===== src/sv/mbpa_pkg.sv =====
package mbpa_pkg;

    localparam int PAGES_PER_BLOCK = 64;
    localparam int MAX_BLOCKS      = 16;

    // Field widths of the ports.
    localparam int OFF_W      = 18;
    localparam int PS_W       = 13;
    localparam int INIT_W     = 5;
    localparam int BLKNUM_W   = 4;
    localparam int STAT_W     = 2;
    localparam int CFG_IDX_W  = 1;
    localparam int CFG_DATA_W = 13;

    // Derived widths.
    localparam int IDX_W  = $clog2(PAGES_PER_BLOCK);
    localparam int HINT_W = $clog2(PAGES_PER_BLOCK + 1);
    localparam int BLK_W  = (MAX_BLOCKS > 1) ? $clog2(MAX_BLOCKS) : 1;
    localparam int CNT_W  = $clog2(MAX_BLOCKS + 1);
    localparam int DIV_W  = (OFF_W > PS_W + IDX_W) ? OFF_W : PS_W + IDX_W;
    localparam int DCNT_W = $clog2(IDX_W + 1);
    localparam int PROD_W = PS_W + IDX_W;

    // The hint search looks at one aligned group of bits per cycle.
    localparam int SRCH_SH    = 3;
    localparam int SRCH_LANES = 1 << SRCH_SH;
    localparam int POS_W      = $clog2(PAGES_PER_BLOCK + SRCH_LANES);

    localparam logic ACT_ALLOC = 1'b0;
    localparam logic ACT_FREE  = 1'b1;

    localparam logic [STAT_W-1:0] ST_OK       = 2'd0;
    localparam logic [STAT_W-1:0] ST_FULL     = 2'd1;
    localparam logic [STAT_W-1:0] ST_BAD_FREE = 2'd2;

    localparam logic [CFG_IDX_W-1:0] CFG_PAGE_SIZE   = 1'd0;
    localparam logic [CFG_IDX_W-1:0] CFG_INIT_BLOCKS = 1'd1;

    localparam logic [PS_W-1:0]   PAGE_SIZE_RST   = 13'd4096;
    localparam logic [INIT_W-1:0] INIT_BLOCKS_RST = 5'd1;

    typedef enum logic [2:0] {
        S_IDLE,
        S_DIV,
        S_RUN,
        S_MUL,
        S_DONE
    } state_t;

    // Request that walks down the row of block cells, one cell per cycle.
    typedef struct packed {
        logic             valid;
        logic             is_free;
        logic [BLK_W-1:0] pos;
        logic [BLK_W-1:0] free_blk;
        logic [IDX_W-1:0] free_idx;
        logic             pending;
        logic             attempted;
        logic             opened;
        logic [BLK_W-1:0] gblk;
        logic [IDX_W-1:0] gidx;
    } tok_t;

endpackage


===== src/sv/mbpa_div.sv =====
module mbpa_div (
    input  logic                        clk,
    input  logic                        rst_n,
    input  logic                        start,
    input  logic [mbpa_pkg::OFF_W-1:0]  dividend,
    input  logic [mbpa_pkg::PS_W-1:0]   divisor,
    output logic                        done,
    output logic                        over,
    output logic [mbpa_pkg::IDX_W-1:0]  quotient
);

    logic                          busy_reg;
    logic                          done_reg;
    logic [mbpa_pkg::DCNT_W-1:0]   cnt_reg;
    logic [mbpa_pkg::DIV_W-1:0]    rem_reg;
    logic [mbpa_pkg::DIV_W-1:0]    dsh_reg;
    logic [mbpa_pkg::IDX_W-1:0]    q_reg;
    logic                          over_reg;

    logic [mbpa_pkg::DIV_W-1:0]    limit;
    logic                          start_over;
    logic                          fits;

    // A quotient at or above the page count is only flagged, never computed.
    assign limit      = mbpa_pkg::DIV_W'(divisor)
                        * mbpa_pkg::DIV_W'(mbpa_pkg::PAGES_PER_BLOCK);
    assign start_over = mbpa_pkg::DIV_W'(dividend) >= limit;
    assign fits       = rem_reg >= dsh_reg;

    always_ff @(posedge clk or negedge rst_n)
    begin
        if (!rst_n)
        begin
            busy_reg <= 1'b0;
            done_reg <= 1'b0;
            cnt_reg  <= '0;
        end
        else
        begin
            done_reg <= 1'b0;
            if (start)
            begin
                busy_reg <= !start_over;
                done_reg <= start_over;
                cnt_reg  <= mbpa_pkg::DCNT_W'(mbpa_pkg::IDX_W - 1);
            end
            else if (busy_reg)
            begin
                cnt_reg <= cnt_reg - 1'b1;
                if (cnt_reg == '0)
                begin
                    busy_reg <= 1'b0;
                    done_reg <= 1'b1;
                end
            end
        end
    end

    always_ff @(posedge clk)
    begin
        if (start)
        begin
            over_reg <= start_over;
            rem_reg  <= mbpa_pkg::DIV_W'(dividend);
            dsh_reg  <= mbpa_pkg::DIV_W'(divisor) << (mbpa_pkg::IDX_W - 1);
            q_reg    <= '0;
        end
        else if (busy_reg)
        begin
            if (fits)
            begin
                rem_reg <= rem_reg - dsh_reg;
            end
            dsh_reg <= dsh_reg >> 1;
            q_reg   <= (q_reg << 1) | mbpa_pkg::IDX_W'(fits);
        end
    end

    assign done     = done_reg;
    assign over     = over_reg;
    assign quotient = q_reg;

endmodule


===== src/sv/mbpa_cell.sv =====
module mbpa_cell (
    input  logic                        clk,
    input  logic                        rst_n,
    input  mbpa_pkg::tok_t              tok_in,
    input  logic [mbpa_pkg::CNT_W-1:0]  open_cnt,
    output mbpa_pkg::tok_t              tok_out,
    output logic                        busy
);

    logic [mbpa_pkg::PAGES_PER_BLOCK-1:0] bitmap_reg;
    logic [mbpa_pkg::PAGES_PER_BLOCK-1:0] bitmap_next;
    logic [mbpa_pkg::HINT_W-1:0]          hint_reg;
    logic [mbpa_pkg::HINT_W-1:0]          hint_next;
    logic                                 busy_reg;
    logic                                 busy_next;
    mbpa_pkg::tok_t                       tok_out_reg;
    mbpa_pkg::tok_t                       tok_out_next;

    logic [mbpa_pkg::CNT_W-1:0] pos_ext;
    logic                       alloc_here;
    logic                       at_open;
    logic                       hit_alloc;
    logic                       hit_free;

    assign pos_ext    = mbpa_pkg::CNT_W'(tok_in.pos);
    assign alloc_here = tok_in.valid && !tok_in.is_free && tok_in.pending
                        && (pos_ext <= open_cnt);
    assign at_open    = pos_ext == open_cnt;
    assign hit_alloc  = alloc_here && (32'(hint_reg) < mbpa_pkg::PAGES_PER_BLOCK);
    assign hit_free   = tok_in.valid && tok_in.is_free && (tok_in.pos == tok_in.free_blk);

    always_comb
    begin : next_logic
        logic [mbpa_pkg::POS_W-1:0]   hp;
        logic [mbpa_pkg::POS_W-1:0]   base;
        logic [mbpa_pkg::POS_W-1:0]   lane_lo;
        logic [mbpa_pkg::POS_W-1:0]   p;
        logic [mbpa_pkg::POS_W-1:0]   nxt;
        logic [mbpa_pkg::POS_W-1:0]   hit_pos;
        logic                         found;

        bitmap_next  = bitmap_reg;
        hint_next    = hint_reg;
        busy_next    = busy_reg;
        tok_out_next = tok_in;
        tok_out_next.pos = tok_in.pos + 1'b1;

        hp      = mbpa_pkg::POS_W'(hint_reg);
        base    = hp & ~mbpa_pkg::POS_W'(mbpa_pkg::SRCH_LANES - 1);
        lane_lo = mbpa_pkg::POS_W'(hp[mbpa_pkg::SRCH_SH-1:0]);
        nxt     = base + mbpa_pkg::POS_W'(mbpa_pkg::SRCH_LANES);
        found   = 1'b0;
        hit_pos = '0;
        p       = '0;

        // Scan downward so the lowest clear bit of the group wins.
        for (int k = mbpa_pkg::SRCH_LANES - 1; k >= 0; k--)
        begin
            p = base + mbpa_pkg::POS_W'(k);
            if (mbpa_pkg::POS_W'(k) >= lane_lo
                && 32'(p) < mbpa_pkg::PAGES_PER_BLOCK
                && !bitmap_reg[p[mbpa_pkg::IDX_W-1:0]])
            begin
                found   = 1'b1;
                hit_pos = p;
            end
        end

        if (busy_reg)
        begin
            if (found)
            begin
                hint_next = mbpa_pkg::HINT_W'(hit_pos);
                busy_next = 1'b0;
            end
            else if (32'(nxt) >= mbpa_pkg::PAGES_PER_BLOCK)
            begin
                hint_next = mbpa_pkg::HINT_W'(mbpa_pkg::PAGES_PER_BLOCK);
                busy_next = 1'b0;
            end
            else
            begin
                hint_next = mbpa_pkg::HINT_W'(nxt);
            end
        end

        if (alloc_here && at_open)
        begin
            tok_out_next.attempted = 1'b1;
        end

        if (hit_alloc)
        begin
            bitmap_next[hint_reg[mbpa_pkg::IDX_W-1:0]] = 1'b1;
            hint_next            = hint_reg + 1'b1;
            busy_next            = (32'(hint_reg) + 1) < mbpa_pkg::PAGES_PER_BLOCK;
            tok_out_next.pending = 1'b0;
            tok_out_next.opened  = at_open;
            tok_out_next.gblk    = tok_in.pos;
            tok_out_next.gidx    = hint_reg[mbpa_pkg::IDX_W-1:0];
        end

        if (hit_free)
        begin
            bitmap_next[tok_in.free_idx] = 1'b0;
            if (mbpa_pkg::HINT_W'(tok_in.free_idx) < hint_reg)
            begin
                hint_next = mbpa_pkg::HINT_W'(tok_in.free_idx);
            end
        end
    end

    always_ff @(posedge clk or negedge rst_n)
    begin
        if (!rst_n)
        begin
            bitmap_reg  <= '0;
            hint_reg    <= '0;
            busy_reg    <= 1'b0;
            tok_out_reg <= '0;
        end
        else
        begin
            bitmap_reg  <= bitmap_next;
            hint_reg    <= hint_next;
            busy_reg    <= busy_next;
            tok_out_reg <= tok_out_next;
        end
    end

    assign tok_out = tok_out_reg;
    assign busy    = busy_reg;

    a_busy_hint_range: assert property (@(posedge clk) disable iff (!rst_n)
        busy_reg |-> (32'(hint_reg) < mbpa_pkg::PAGES_PER_BLOCK))
        else $error("hint search running with hint past the block");

    a_hint_is_free: assert property (@(posedge clk) disable iff (!rst_n)
        (!busy_reg && 32'(hint_reg) < mbpa_pkg::PAGES_PER_BLOCK)
        |-> !bitmap_reg[hint_reg[mbpa_pkg::IDX_W-1:0]])
        else $error("settled hint points at a used page");

    a_alloc_marks_page: assert property (@(posedge clk) disable iff (!rst_n)
        hit_alloc |=> (bitmap_reg[$past(hint_reg[mbpa_pkg::IDX_W-1:0])]
                       && !tok_out_reg.pending))
        else $error("granted page not marked used");

endmodule


===== src/sv/multi_block_page_allocator_top.sv =====
// Channel   Direction  Signals
// in        input      in_valid, in_ready, action, block_number, byte_offset
// out       output     out_valid, out_ready, granted_block, granted_offset,
//                      opened_block, status
// cfg       input      cfg_valid, cfg_ready, cfg_index, cfg_data
//
// One item is handled at a time. A granted allocate walks the row of block cells
// one cell per cycle, then the offset is multiplied in the multiply state. A
// refused allocate skips the multiply. A free first runs the quotient loop, one
// bit per cycle, then walks the row without the multiply. A free past the block
// end is flagged by the divider's range check and skips the row; one of an
// unopened block or with a zero page size skips the divider as well.
// After a grant the next item waits until that block's hint search has settled.
// The result sits in an output register, so a new item is accepted while it
// waits for out_ready. Reset clears all bitmaps and hints at once.
module multi_block_page_allocator_top (
    input  logic                             clk,
    input  logic                             rst_n,
    input  logic                             in_valid,
    output logic                             in_ready,
    input  logic                             action,
    input  logic [mbpa_pkg::BLKNUM_W-1:0]    block_number,
    input  logic [mbpa_pkg::OFF_W-1:0]       byte_offset,
    output logic                             out_valid,
    input  logic                             out_ready,
    output logic [mbpa_pkg::BLKNUM_W-1:0]    granted_block,
    output logic [mbpa_pkg::OFF_W-1:0]       granted_offset,
    output logic                             opened_block,
    output logic [mbpa_pkg::STAT_W-1:0]      status,
    input  logic                             cfg_valid,
    output logic                             cfg_ready,
    input  logic [mbpa_pkg::CFG_IDX_W-1:0]   cfg_index,
    input  logic [mbpa_pkg::CFG_DATA_W-1:0]  cfg_data
);

    mbpa_pkg::state_t                  state_reg;
    mbpa_pkg::state_t                  state_next;

    logic [mbpa_pkg::PS_W-1:0]         page_size_reg;
    logic [mbpa_pkg::INIT_W-1:0]       initial_blocks_reg;
    logic [mbpa_pkg::CNT_W-1:0]        blocks_opened_reg;

    logic                              op_free_reg;
    logic [mbpa_pkg::BLK_W-1:0]        free_blk_reg;
    logic [mbpa_pkg::BLKNUM_W-1:0]     res_block_reg;
    logic [mbpa_pkg::IDX_W-1:0]        res_idx_reg;
    logic [mbpa_pkg::OFF_W-1:0]        res_offset_reg;
    logic                              res_opened_reg;
    logic [mbpa_pkg::STAT_W-1:0]       res_status_reg;

    logic                              out_valid_reg;
    logic                              out_valid_next;
    logic [mbpa_pkg::BLKNUM_W-1:0]     granted_block_reg;
    logic [mbpa_pkg::OFF_W-1:0]        granted_offset_reg;
    logic                              opened_block_reg;
    logic [mbpa_pkg::STAT_W-1:0]       status_reg;

    logic [mbpa_pkg::CNT_W-1:0]        init_sat;
    logic [mbpa_pkg::CNT_W-1:0]        open_cnt;
    logic                              acc;
    logic                              pre_invalid;
    logic                              search_busy;
    logic                              load_out;
    logic                              div_start;
    logic                              div_done;
    logic                              div_over;
    logic [mbpa_pkg::IDX_W-1:0]        div_q;
    logic [mbpa_pkg::PROD_W-1:0]       product;

    mbpa_pkg::tok_t                    chain_tok [mbpa_pkg::MAX_BLOCKS+1];
    logic [mbpa_pkg::MAX_BLOCKS-1:0]   cell_busy;
    mbpa_pkg::tok_t                    chain_out;

    assign init_sat = (32'(initial_blocks_reg) > mbpa_pkg::MAX_BLOCKS)
                      ? mbpa_pkg::CNT_W'(mbpa_pkg::MAX_BLOCKS)
                      : mbpa_pkg::CNT_W'(initial_blocks_reg);
    assign open_cnt = (blocks_opened_reg > init_sat) ? blocks_opened_reg : init_sat;

    assign acc         = in_valid && in_ready;
    assign pre_invalid = (page_size_reg == '0) || (32'(block_number) >= 32'(open_cnt));
    assign search_busy = |cell_busy;
    assign chain_out   = chain_tok[mbpa_pkg::MAX_BLOCKS];
    assign product     = mbpa_pkg::PROD_W'(res_idx_reg) * mbpa_pkg::PROD_W'(page_size_reg);

    mbpa_div u_div (
        .clk      (clk),
        .rst_n    (rst_n),
        .start    (div_start),
        .dividend (byte_offset),
        .divisor  (page_size_reg),
        .done     (div_done),
        .over     (div_over),
        .quotient (div_q)
    );

    for (genvar i = 0; i < mbpa_pkg::MAX_BLOCKS; i++)
    begin : g_cell
        mbpa_cell u_cell (
            .clk      (clk),
            .rst_n    (rst_n),
            .tok_in   (chain_tok[i]),
            .open_cnt (open_cnt),
            .tok_out  (chain_tok[i+1]),
            .busy     (cell_busy[i])
        );
    end

    // Next state.
    always_comb
    begin
        state_next = state_reg;
        case (state_reg)
            mbpa_pkg::S_IDLE:
            begin
                if (acc)
                begin
                    if (action == mbpa_pkg::ACT_ALLOC)
                    begin
                        state_next = mbpa_pkg::S_RUN;
                    end
                    else if (pre_invalid)
                    begin
                        state_next = mbpa_pkg::S_DONE;
                    end
                    else
                    begin
                        state_next = mbpa_pkg::S_DIV;
                    end
                end
            end
            mbpa_pkg::S_DIV:
            begin
                if (div_done)
                begin
                    state_next = div_over ? mbpa_pkg::S_DONE : mbpa_pkg::S_RUN;
                end
            end
            mbpa_pkg::S_RUN:
            begin
                if (chain_out.valid)
                begin
                    state_next = (!chain_out.is_free && !chain_out.pending)
                                 ? mbpa_pkg::S_MUL : mbpa_pkg::S_DONE;
                end
            end
            mbpa_pkg::S_MUL:
            begin
                state_next = mbpa_pkg::S_DONE;
            end
            mbpa_pkg::S_DONE:
            begin
                if (load_out)
                begin
                    state_next = mbpa_pkg::S_IDLE;
                end
            end
            default:
            begin
                state_next = mbpa_pkg::S_IDLE;
            end
        endcase
    end

    // Outputs of the state machine.
    always_comb
    begin
        in_ready     = 1'b0;
        div_start    = 1'b0;
        load_out     = 1'b0;
        chain_tok[0] = '0;
        case (state_reg)
            mbpa_pkg::S_IDLE:
            begin
                in_ready = !search_busy;
                if (acc)
                begin
                    if (action == mbpa_pkg::ACT_ALLOC)
                    begin
                        chain_tok[0].valid   = 1'b1;
                        chain_tok[0].pending = 1'b1;
                    end
                    else if (!pre_invalid)
                    begin
                        div_start = 1'b1;
                    end
                end
            end
            mbpa_pkg::S_DIV:
            begin
                if (div_done && !div_over)
                begin
                    chain_tok[0].valid    = 1'b1;
                    chain_tok[0].is_free  = 1'b1;
                    chain_tok[0].free_blk = free_blk_reg;
                    chain_tok[0].free_idx = div_q;
                end
            end
            mbpa_pkg::S_RUN:
            begin
                chain_tok[0] = '0;
            end
            mbpa_pkg::S_MUL:
            begin
                chain_tok[0] = '0;
            end
            mbpa_pkg::S_DONE:
            begin
                load_out = !out_valid_reg || out_ready;
            end
            default:
            begin
                chain_tok[0] = '0;
            end
        endcase
    end

    assign out_valid_next = load_out ? 1'b1 : (out_ready ? 1'b0 : out_valid_reg);

    always_ff @(posedge clk or negedge rst_n)
    begin
        if (!rst_n)
        begin
            state_reg          <= mbpa_pkg::S_IDLE;
            out_valid_reg      <= 1'b0;
            page_size_reg      <= mbpa_pkg::PAGE_SIZE_RST;
            initial_blocks_reg <= mbpa_pkg::INIT_BLOCKS_RST;
            blocks_opened_reg  <= '0;
        end
        else
        begin
            state_reg     <= state_next;
            out_valid_reg <= out_valid_next;
            if (cfg_valid && cfg_ready)
            begin
                case (cfg_index)
                    mbpa_pkg::CFG_PAGE_SIZE:
                    begin
                        page_size_reg <= cfg_data[mbpa_pkg::PS_W-1:0];
                    end
                    mbpa_pkg::CFG_INIT_BLOCKS:
                    begin
                        initial_blocks_reg <= cfg_data[mbpa_pkg::INIT_W-1:0];
                    end
                    default:
                    begin
                        page_size_reg <= page_size_reg;
                    end
                endcase
            end
            // An attempt to open a new block counts even when that block is full.
            if (state_reg == mbpa_pkg::S_RUN && chain_out.valid && chain_out.attempted)
            begin
                blocks_opened_reg <= open_cnt + 1'b1;
            end
        end
    end

    always_ff @(posedge clk)
    begin
        case (state_reg)
            mbpa_pkg::S_IDLE:
            begin
                if (acc)
                begin
                    op_free_reg    <= action;
                    free_blk_reg   <= mbpa_pkg::BLK_W'(block_number);
                    res_block_reg  <= '0;
                    res_idx_reg    <= '0;
                    res_offset_reg <= '0;
                    res_opened_reg <= 1'b0;
                    res_status_reg <= (action == mbpa_pkg::ACT_FREE && pre_invalid)
                                      ? mbpa_pkg::ST_BAD_FREE : mbpa_pkg::ST_OK;
                end
            end
            mbpa_pkg::S_DIV:
            begin
                if (div_done && div_over)
                begin
                    res_status_reg <= mbpa_pkg::ST_BAD_FREE;
                end
            end
            mbpa_pkg::S_RUN:
            begin
                if (chain_out.valid && op_free_reg == mbpa_pkg::ACT_ALLOC)
                begin
                    if (chain_out.pending)
                    begin
                        res_status_reg <= mbpa_pkg::ST_FULL;
                    end
                    else
                    begin
                        res_block_reg  <= mbpa_pkg::BLKNUM_W'(chain_out.gblk);
                        res_idx_reg    <= chain_out.gidx;
                        res_opened_reg <= chain_out.opened;
                    end
                end
            end
            mbpa_pkg::S_MUL:
            begin
                res_offset_reg <= mbpa_pkg::OFF_W'(product);
            end
            mbpa_pkg::S_DONE:
            begin
                if (load_out)
                begin
                    granted_block_reg  <= res_block_reg;
                    granted_offset_reg <= res_offset_reg;
                    opened_block_reg   <= res_opened_reg;
                    status_reg         <= res_status_reg;
                end
            end
            default:
            begin
                res_status_reg <= res_status_reg;
            end
        endcase
    end

    assign out_valid      = out_valid_reg;
    assign granted_block  = granted_block_reg;
    assign granted_offset = granted_offset_reg;
    assign opened_block   = opened_block_reg;
    assign status         = status_reg;
    assign cfg_ready      = 1'b1;

    a_chain_only_in_run: assert property (@(posedge clk) disable iff (!rst_n)
        chain_out.valid |-> (state_reg == mbpa_pkg::S_RUN))
        else $error("request left the cell row outside the run state");

    a_div_only_in_div: assert property (@(posedge clk) disable iff (!rst_n)
        div_done |-> (state_reg == mbpa_pkg::S_DIV))
        else $error("quotient finished outside the divide state");

    a_open_count_bound: assert property (@(posedge clk) disable iff (!rst_n)
        32'(blocks_opened_reg) <= mbpa_pkg::MAX_BLOCKS)
        else $error("more blocks opened than exist");

endmodule

===== config.mk =====
export PLATFORM = sky130hd
export DESIGN_NAME = multi_block_page_allocator_top
export DESIGN_NICKNAME = d
export VERILOG_FILES = /design/src/sv/mbpa_pkg.sv /design/src/sv/mbpa_div.sv /design/src/sv/mbpa_cell.sv /design/src/sv/multi_block_page_allocator_top.sv
export SDC_FILE = /design/constraint.sdc
export NUM_CORES = 2
export LEC_CHECK = 0
export ABC_CLOCK_PERIOD_IN_PS = 5700
export BUFFER_PORTS_ARGS = -buffer_cell sky130_fd_sc_hd__buf_2
export CAP_MARGIN = 5
export CORE_UTILIZATION = 30
export CTS_CLUSTER_SIZE = 8
export DETAILED_ROUTE_END_ITERATION = 16
export RECOVER_POWER = 50
export SLEW_MARGIN = 20
export SYNTH_ARGS = -nofsm -noshare
export SYNTH_HDL_FRONTEND = slang
export SYNTH_SLANG_ARGS = --single-unit

===== constraint.sdc =====
create_clock -name clk -period 5.7 [get_ports clk]
set_input_delay 1.14 -clock clk [delete_from_list [all_inputs] [get_ports clk]]
set_output_delay 1.14 -clock clk [all_outputs]
set_load 0.01 [all_outputs]

==> results.ini <==
[synthesis]
yosysSeqAreaShare = 0.494
syn_avg_cell_area_sq_um = 9.76
synthTopCellsByArea = dfrtp_1, a21oi_1, ha_1
synth.top_cell.area_share = 0.459
synth_top_area_cell = dfrtp_1
ys_types = 110
syn_area_sq_um = 88000
synthTopCellsByCount = a21oi_1, dfrtp_1, nand2_1
yosys_warnings = 0
yosys_register_bits = 1723
synth.most_common_cell = a21oi_1
syn_inst = 9022
synth_edf_count = 93
async_reset_ff_frac = 0.939
synth_flop_cell = dfrtp_1

[global_route]
antenna_found_initial = 8
track_usage = 0.188
grt_max_degree = 143
grt_pass1_wl_mm = 445
overflow = 0
grt_pass1_vias = 74300

[placed_design]
numPortBuffers = 68
hpwl_mm = 193
place_area_sq_um = 93800
pre_cts_ws_ps = 302
gp_congestion = 0.928

[pwr]
vdd_drop_max_uv = 289
finalPower_mw = 37.3
power_density_nw_per_um2 = 372
p_leak_nw = 44.4

[floorplanning]
die_area_sq_um = 296000
die_w_um = 544
fp.coreArea_sq_um = 291000
initial_core_util = 0.302
io_pins = 70
rows = 198
dieHeight_um = 544

[detailed_routing]
vias = 74800
viasPerCell = 5.71
drt_iter0_markers = 8526
route.antenna.remaining_nets = 0
drcViolationCount = 0
wl_mm = 286
wl_per_cell_um = 21.8
dr.pass1.iters = 6

[critical_path]
required_ps = 6430
cp-start-kind = register
r2r_end = g_cell[9].u_cell.hint_reg[5]
reg2reg_slack_ps = 300
critPathKind = reg2reg
arrival_ps = 6130
cpPeakStageDelay_ps = 650
reg2regPathDepth = 16
cp-end-kind = register
cp_max_fo = 13
slowest_stage = a311oi_2
crit_chain = nor2b_1 -> inv_1 -> ha_1 -> a211oi_1 -> nor2_1 -> o21ai_2 -> mux2_2 -> inv_1 -> buf_4 -> ha_1 -> a21oi_1 -> o21ai_0 -> a311oi_2 -> and2_1 -> a2111oi_0 -> a311o_1
r2r-start = initial_blocks_reg[4]

[layout]
largest_reg_flops = 1024
syn_to_final_growth_pct = 13.9
final_layout_size_suffix_gt1_frac = 0.107
postLayoutCellArea_sq_um = 100000
utilization = 0.344
nets = 9486

[sta]
fin_worst_skew_ps = 69.0
hold_ws_ps = 376
fmax_mhz = 185
report.final.slew_viol_count = 112
rsz0062_at_grt = true
hold_viol = 0
setup_slack_ps = 298
period_share = 0.948
post-route-min-period_ps = 5400
max-slew-margin-rel = -1.64
max_slew.worst_pin.slew_ps = 3960
setup_viol = 0

[hold_path]
hold_start = g_cell[12].u_cell.tok_out[20]
holdPathStages = 0
worstHoldPathType = reg2reg
min_to = g_cell[13].u_cell.tok_out[20]

[clock_network]
clk_pin_slew_ps = 60
cts_hold_buf = 0
numCtsBuffers = 242
cts_root_buffer = clkbuf_16
cts_tree = yes
cts.path.max_buffers = 4
clk_latency_ps = 900
htree_num_levels = 4
postCtsSetupRepairBufs = 0
numClockSinks = 1723

[outcome]
status = complete, but fails checks
violations = capacitance limit, slew limit

[job]
drv_cap = 1

-- stage by stage --
| step | std cells | setup TNS, ps |
|---|---|---|
| final | 13100 | 0 |
| after global routing | 13100 | -42.0 |
| after CTS | 13100 | 0 |
| after detailed placement | 12800 | 0 |
| after global placement | 12800 | 0 |
| after floorplan | 9023 | 0 |
-- power by group --
part           internal [mW]  total, mW  switching (mW)
Sequential              13.6       14.9            1.34
Combinational           3.51       9.43            5.93
Clock                   7.63       13.0            5.32
-- layer usage --
metal / GRT usage / part of all wire / up-vias
li1: - / - / 33100
met1: 0.262 / 0.43 / 37300
met2: 0.292 / 0.45 / 3631
met3: 0.0340 / 0.084 / 694
met4: 0.0654 / 0.033 / 10
met5: 0 / 0.00022 / -
-- cells in the final DEF (no fill, tap or decap), drive strengths merged, types with 149 or more instances in the layout --
cell type,synthesis,final
a21oi,2158,2158
buf,183,337
clkbuf,320,325
dfrtp,1616,1616
ha,280,280
inv,270,273
mux2i,149,149
nand2,678,678
nor2,461,461
nor3,231,231
o21ai,354,354
-- worst max-delay path: cells and delay by family (launching register included) --
kind            cells  cell delay (ps)
flops               1              440
mux                 1              500
buf+inv             3              600
compound gates      7             2140
fa+ha+maj           2              640
simple gates        3              930
-- cell type report --
cell class	count	area [sq um]
Timing Repair Buffer	355	2550
Multi-Input combinational cell	6502	41700
Sequential cell	1723	43500
Clock inverter	8	138
Clock buffer	307	6360
Fill cell	29400	191000
Tap cell	3900	4880
Antenna cell	4	10.0
Inverter	295	1110
-- cell families after synthesis --
group                      share of synthesized area
adders and majority gates                     0.0500
xor gates and xnor gates                      0.0128
AOI/OAI and AO/OA                              0.221
other                                      0.0000426
DFF                                            0.494
buffers and inverters                         0.0359
muxes                                         0.0482
and+or+nand+nor                                0.137
-- worst max path at each step --
stage,start,end,slack (ps)
6_report,initial_blocks_reg[4],g_cell[9].u_cell.hint_reg[5],300
5_1_grt,initial_blocks_reg[4],g_cell[6].u_cell.bitmap_reg[20],-20
4_1_cts,initial_blocks_reg[4],g_cell[10].u_cell.bitmap_reg[5],220
3_5_place_dp,initial_blocks_reg[4],g_cell[10].u_cell.bitmap_reg[5],300
3_3_place_gp,initial_blocks_reg[4],g_cell[10].u_cell.bitmap_reg[61],440
2_1_floorplan,initial_blocks_reg[4],u_div.rem_reg[0],500
-- timing repair --
item,CTS,global route
hold endpoints to repair,0,0
endpoints found under the setup margin,0,56
gates resized for setup,0,9
Power figures use the tool's default switching activity.
